## src/hw/rtl/vmb_ram.sv

```systemverilog
module vmb_ram #(
  parameter int unsigned Width = 8,
  parameter int unsigned Depth = 32
) (
  input  logic                     clk_i,
  input  logic                     en_i,
  input  logic                     we_i,
  input  logic [$clog2(Depth)-1:0] addr_i,
  input  logic [Width-1:0]         wdata_i,
  output logic [Width-1:0]         rdata_o
);

  logic [Width-1:0] mem [Depth];
  logic [Width-1:0] rdata_q;

  // single port, registered read
  always_ff @(posedge clk_i) begin
    if (en_i) begin
      if (we_i) begin
        mem[addr_i] <= wdata_i;
      end else begin
        rdata_q <= mem[addr_i];
      end
    end
  end

  assign rdata_o = rdata_q;

endmodule

```

## config.mk

```make
export PLATFORM = sky130hd
export DESIGN_NAME = vmb_ram
export DESIGN_NICKNAME = d
export VERILOG_FILES = /design/src/hw/rtl/vmb_ram.sv
export SDC_FILE = /design/constraint.sdc
export NUM_CORES = 1
export LEC_CHECK = 0
export BUFFER_PORTS_ARGS = -buffer_cell sky130_fd_sc_hd__buf_4
export CAP_MARGIN = 5
export CORE_UTILIZATION = 30
export CTS_BUF_LIST = sky130_fd_sc_hd__clkbuf_8
export CTS_CLUSTER_DIAMETER = 100
export DETAILED_ROUTE_END_ITERATION = 10
export PLACE_DENSITY = 0.49
export SETUP_SLACK_MARGIN = 0.2
export SYNTH_ARGS = -nofsm -noshare
export SYNTH_HDL_FRONTEND = slang
export SYNTH_SLANG_ARGS = --single-unit
```

## constraint.sdc

```tcl
create_clock -name clk_i -period 4.25 [get_ports clk_i]
set_input_delay 0.2125 -clock clk_i [delete_from_list [all_inputs] [get_ports clk_i]]
set_output_delay 0.2125 -clock clk_i [all_outputs]
set_load 0.01 [all_outputs]
```

==> metrics <==
area of the multi-input gates=2190 µm²; sequential share of the synthesized area=77.0%; setup violation total in the final timing report=0; critical path endpoint category=register; Slew @ Worst Pin=1.05 ns; Clk Latency, worst-skew pair=0.54 ns; GPL Wtd Cong=0.803; Hold EP=mem[12][0]$_DFFE_PP_; RSZ-0062 raised after global routing=false; Mean Syn Cell Area=17.7 µm²; worst reg2reg path depth=4; global-route wire length before repair=35300 µm; Synthesized Nets=596; register area=7930 µm²; Avg Vias per Cell=4.84; Setup TNS=0 ns; chip height=187 µm; CP max FO=70; port bufs=23; reg2reg start=mem[23][1]$_DFFE_PP_; design area=11700 µm²; Post-CTS Setup Inserts=0; H-tree Lvls=2; Vias=5280; Avg WL per Cell=21.8 µm; Antenna diodes=0; worst hold-check path type=in2reg; PwrDens=438 nW/µm²; Crit Reg-Reg Endpoint=rdata_o[1]$_DFFE_PP_; placed cell area=10900 µm²; Core ar.=33600 µm²; hold path start=wdata_i[0]; Total GRT Usage=13.6%; period utilization=55.7%; critical path arrival=2.61 ns; Iter 0 DRT Violations=425; Syn Std Cell Area=10300 µm²; Startpoint Class=primary input; largest net degree at the start of global routing=71; final net count=635; Total Power=5.11 mW; initial antenna violation count=0; Yosys reg bits=264; Reg clk slew, reported paths=0.06 ns; IO Pins=24; dpl hpwl=14900 µm; Hold-fix buffers, CTS=0; peak supply drop=0.229 mV; Gate Count Post-Synth=580; hold depth=1; Final Slew Violations=0; PostCTS Resize Cnt=0; Max Cap Viol=0; post-synthesis cell type count=23; Residual DRC=0; Fmax achieved=423 MHz; CTS Buf Count=44; clock period minus worst slack=2.37 ns; clock net sink count=264; clk_skew=0.0232 ns; die area=35000 µm²; Slew headroom=30.1%; vias in the first global route=5496; commonest non-fill, non-tap cells in the layout=264 x edfxtp_1, 128 x mux2i_1, 64 x o22ai_1; Synth warnings=0; layout cells sized above 1=12.7%; Starting Density=30.6%; CTS tree=yes; Pleak=3.95 nW; status=complete, no violations; reg2reg setup slack=2.42 ns; Final Util=34.7%; final hold vios=0; Critical Path RT=4.49 ns; Die Span X=187 µm; FILL cells=3191; Hold WS=0.122 ns; kind of critical path=in2reg; Detailed Route WL=23800 µm; clock root buffer master=clkbuf_8; Final ANT Viol Nets=0; Area Overhead vs Synth=13.3%; row count=67; most common cell after layout, fill and taps aside=edfxtp_1; 1st-pass router iterations=5; Longest Clk Path Bufs=3; grt ovf=0
[cell usage after synthesis (all sizes together)]
library cell    n  area, µm²
nor2           31        116
or4b            4       43.8
or4             1       7.51
mux2i         128       1280
o22ai          64        400
nand4           2       12.5
buf            26        139
or3b            2       17.5
or4bb           1       11.3
nand3b          2       15.0
nand4bb         5       56.3
nand4b          4       35.0
nor2b           1       6.26
nor4           16        100
or3             2       12.5
nand2          13       48.8
edfxtp        264       7930
nand3           1       5.00
nor3            4       20.0
clkbuf          9       33.8
[report_power, final]
part           total (mW)  internal (mW)  switching, mW
combinational       0.237         0.0764          0.160
sequential           2.90           2.89        0.00672
clock                1.97           1.03          0.943
[critical path, stage by stage]
cell     delay [ns]
buf_6          0.56
buf_12         0.48
mux2i_1        0.29
o22ai_1        0.15
nor4_1         0.67
nand2_1        0.13
[how the worst max path moves through the flow]
stage | startpoint | to | slack, ns | cells after the start
global route | addr_i[1] | rdata_o[3]$_DFFE_PP_ | 1.90 | 6
global placement | addr_i[1] | rdata_o[3]$_DFFE_PP_ | 1.40 | 6
CTS | addr_i[1] | rdata_o[3]$_DFFE_PP_ | 1.99 | 6
finish | addr_i[1] | rdata_o[6]$_DFFE_PP_ | 1.88 | 6
detailed placement | addr_i[1] | rdata_o[3]$_DFFE_PP_ | 1.43 | 6
floorplan | addr_i[1] | mem[27][0]$_DFFE_PP_ | 2.15 | 5
[registers in the layout (all words and copies together) (netlist names)]
| name | cells |
|---|---|
| mem | 256 |
| rdata_o | 8 |
[metal layers]
layer / wire, µm / vias to the layer above / global-route usage, %
met1: 11100 / 2661 / 18.7
met3: 1030 / 47 / 2.50
li1: - / 2426 / -
met5: 0 / - / 0
met2: 11000 / 146 / 21.4
met4: 693 / 0 / 4.95
[kinds of logic (layout without fill, tap and decap cells)]
logic type             count (synthesis)  count (layout)  share of synthesized area (%)
AO/OA/AOI/OAI                         64              64                           3.89
flip-flops                           264             264                           77.0
buffers and inverters                 35              99                           1.68
multiplexers                         128             128                           12.5
AND/OR/NAND/NOR                       89              89                           4.94
[metrics by stage]
| step | instances | worst slack, ns |
|---|---|---|
| 3_5_place_dp | 1019 | 1.43 |
| 3_3_place_gp | 1019 | 1.40 |
| 4_1_cts | 1090 | 1.99 |
| 6_report | 1092 | 1.88 |
| 2_1_floorplan | 580 | 2.15 |
| 5_1_grt | 1092 | 1.90 |
[area by class of cell]
class                           instances  area share [%]
Multi-Input combinational cell        281            18.8
Clock buffer                           45            5.31
Timing Repair Buffer                   28            1.94
Tap cell                              448            4.81
Clock inverter                         26            1.14
Sequential cell                       264            68.0
No activity file was read; power rests on OpenSTA's default activity.
