### src/hw/rtl/vmb_pkg.sv
package vmb_pkg;

  // bus address map
  localparam int unsigned AddrWidth  = 14;
  localparam int unsigned DataWidth  = 8;
  localparam int unsigned NtIdxWidth = 12;
  localparam int unsigned PalDepth   = 32;
  localparam int unsigned PalIdxWidth = 5;

  localparam logic [AddrWidth-1:0] NtStart  = 14'h2000;
  localparam logic [AddrWidth-1:0] PalStart = 14'h3F00;

  // access operation codes
  localparam logic OpRead  = 1'b0;
  localparam logic OpWrite = 1'b1;

  typedef enum logic [1:0] {
    MIRROR_HORIZONTAL = 2'd0,
    MIRROR_VERTICAL   = 2'd1,
    MIRROR_SINGLE     = 2'd2,
    MIRROR_FOUR       = 2'd3
  } mirror_e;

  // decoded access, passed from the address decoder to the top level
  typedef struct packed {
    logic                   nt_en;
    logic                   pal_en;
    logic                   we;
    logic                   pattern;
    logic [NtIdxWidth-1:0]  nt_idx;
    logic [PalIdxWidth-1:0] pal_idx;
  } access_t;

endpackage

### src/hw/rtl/vmb_decode.sv
module vmb_decode (
  input  vmb_pkg::mirror_e                 mode_i,
  input  logic                             operation_i,
  input  logic [vmb_pkg::AddrWidth-1:0]    address_i,
  output vmb_pkg::access_t                 access_o
);

  logic                                reading;
  logic [vmb_pkg::PalIdxWidth-1:0]     pal_idx;

  assign reading = (operation_i == vmb_pkg::OpRead);

  always_comb begin
    // region select
    access_o.we      = (operation_i == vmb_pkg::OpWrite);
    access_o.pattern = reading && (address_i < vmb_pkg::NtStart);
    access_o.pal_en  = (address_i >= vmb_pkg::PalStart);
    access_o.nt_en   = (address_i >= vmb_pkg::NtStart) && (address_i < vmb_pkg::PalStart);

    // nametable folding by mirroring mode
    unique case (mode_i)
      vmb_pkg::MIRROR_HORIZONTAL: access_o.nt_idx = {1'b0, address_i[11], address_i[9:0]};
      vmb_pkg::MIRROR_VERTICAL:   access_o.nt_idx = {1'b0, address_i[10:0]};
      vmb_pkg::MIRROR_SINGLE:     access_o.nt_idx = {2'b00, address_i[9:0]};
      default:                    access_o.nt_idx = address_i[11:0];
    endcase

    // palette folding: upper backdrop entries alias down, reads of 4/8/c see entry 0
    pal_idx = address_i[4:0];
    if (pal_idx[4] && (pal_idx[1:0] == 2'b00)) begin
      pal_idx[4] = 1'b0;
    end
    if (reading && !pal_idx[4] && (pal_idx[1:0] == 2'b00)) begin
      pal_idx[3:2] = 2'b00;
    end
    access_o.pal_idx = pal_idx;
  end

endmodule

### config.mk
export PLATFORM = sky130hd
export DESIGN_NAME = vmb_decode
export DESIGN_NICKNAME = d
export VERILOG_FILES = /design/src/hw/rtl/vmb_pkg.sv /design/src/hw/rtl/vmb_decode.sv
export SDC_FILE = /design/constraint.sdc
export NUM_CORES = 1
export LEC_CHECK = 0
export CORE_AREA = 2 2 39 41
export DETAILED_ROUTE_END_ITERATION = 8
export DIE_AREA = 0 0 41 43
export DONT_BUFFER_PORTS = 1
export SLEW_MARGIN = 20
export SYNTH_ARGS = -nofsm -noshare
export SYNTH_HDL_FRONTEND = slang
export SYNTH_SLANG_ARGS = --single-unit
### constraint.sdc
create_clock -name vclk -period 0.8
set_input_delay 0.16 -clock vclk [all_inputs]
set_output_delay 0.16 -clock vclk [all_outputs]
set_load 0.01 [all_outputs]
==> results.cfg <==
[status]
status = completed

[clock_network]
hold_buffers = 0
cts_setup_buffers = 0
cts_resized = 0

[sta]
finalWorstSetupSlack_ns = 0.0897
relSlewSlack = 0.763
slew_violations = 0
worst_pin_slew_ns = 0.352
holdWs_ns = 0.320
min_period_ns = 0.710
hold_viol_final = 0
setup_tns_ns = 0
final.period_utilization = 0.888
setup_violations = 0
grt_setup_unrepaired = no
fmax_mhz = 1410

[worst_setup_path]
max_stage_delay_ns = 0.26
crit_path_start_kind = input pin
critPathTopFamily = simple AND/OR/NAND/NOR gates
cp.arrival_ns = 0.55
criticalPathCategory = in -> out
cp.required_ns = 0.64
crit_slowest_cell = nor3_1
end_kind = output pin
crit_path_cell_trace = nor3_1 -> nor2b_1
critPathBufInv = 0
cp_max_fo = 4

[worst_hold_path]
min_path_cells = 0
hold_class = in -> out
hold_path_startpoint = address_i[5]
worstHoldEndpoint = access_o[10]

[detailed_routing]
via_per_inst = 3.97
dr.pass1.iters = 1
vias = 115
routed_wl_um = 307
ant_nets = 0
post-route-drc-count = 0
avgRoutedWirePerCell_um = 10.6
drt-initial-drc-count = 0

[final_layout]
n_antenna_cell = 0
nNetsFinal = 32
layout-drive-gt1-share = 0.0769
seq_cells = 0
mostFrequentLayoutCells = nor2_1 (2), o21a_1 (2), nor3_1 (2), nor2b_1 (2)
nClkBuffers = 0
area_growth_pct = -45.3
regArea_um2 = 0

[floorplan]
rows = 14
fp.dieW_um = 41
die_area_mm2 = 0.00176
core_mm2 = 0.00138
initial_core_util = 0.124
fp.dieH_um = 43
ios = 38

[synthesis]
yosysUniqueCellTypes = 10
syn_area_um2 = 171
seq_area_frac_synth = 0
ys_warn_count = 0
syn_inst = 26
syn_nets = 43
syn_area_per_cell_um2 = 6.59

[placed_design]
place_hpwl_um = 290
port_buffers = 0
dp_slack_ns = 0.0460
place_congestion = 0.656

[global_routing]
grt_max_degree = 5
grt_first_pass_wirelength_um = 351
grt_pass1_vias = 113
antenna_found_initial = 0
overflow = 0
grt_usage = 0.0280

[power]
ir_worst_vdd_v = 0.0000544
power_density_mw_per_mm2 = 408
p_leak_nw = 0.0321
design_power_total_mw = 0.0383

[flow_run]
drv_cap = 0
## metal layers
| metal | global-route usage | share of wire | vias up |
|---|---|---|---|
| li1 | - | - | 46 |
| met1 | 0.0190 | 0.26 | 45 |
| met2 | 0.0594 | 0.45 | 22 |
| met3 | 0 | 0.24 | 2 |
| met4 | 0.0200 | 0.042 | 0 |
| met5 | 0 | 0 | - |
## synth_stat cells (all sizes together)
library cell / n / area share
o21a: 2 / 0.088
nand2: 1 / 0.022
nand3: 1 / 0.029
and3: 1 / 0.044
inv: 1 / 0.022
buf: 13 / 0.57
a22o: 1 / 0.051
nor2b: 2 / 0.073
nor3: 2 / 0.058
nor2: 2 / 0.044
## cell type report
cell class                      count  area [um2]
Multi-Input combinational cell     12        70.1
Tap cell                           16        20.0
Inverter                            1        3.75
Fill cell                         155        1290
## how the worst max path moves through the flow
| stage | startpoint | endpoint | cells past startpoint |
|---|---|---|---|
| after global placement | address_i[1] | access_o[3] | 2 |
| after global routing | address_i[1] | access_o[2] | 2 |
| after floorplan | address_i[12] | access_o[19] | 2 |
| final | address_i[1] | access_o[3] | 2 |
| after detailed placement | address_i[1] | access_o[3] | 2 |
| after CTS | address_i[1] | access_o[3] | 2 |
## cells by family (layout without fill, tap and decap cells)
logic type / Yosys count / count (layout) / share of synthesized area
AOI/OAI and AO/OA: 3 / 3 / 0.139
buffers and inverters: 14 / 1 / 0.591
and+or+nand+nor: 9 / 9 / 0.270
## metrics by stage
stage | std cells | utilization | cell area (um2)
after floorplan | 26 | - | 171
after global placement | 29 | 0.0678 | 93.8
after detailed placement | 29 | 0.0678 | 93.8
after CTS | 29 | 0.0678 | 93.8
after global routing | 29 | 0.0678 | 93.8
final | 29 | 0.0678 | 93.8
## power breakdown
part           switching [mW]  internal (mW)  leakage (nW)
Combinational          0.0229         0.0154        0.0321
Clock                       0              0             0
Sequential                  0              0             0
(Power assumes the default switching activity.)
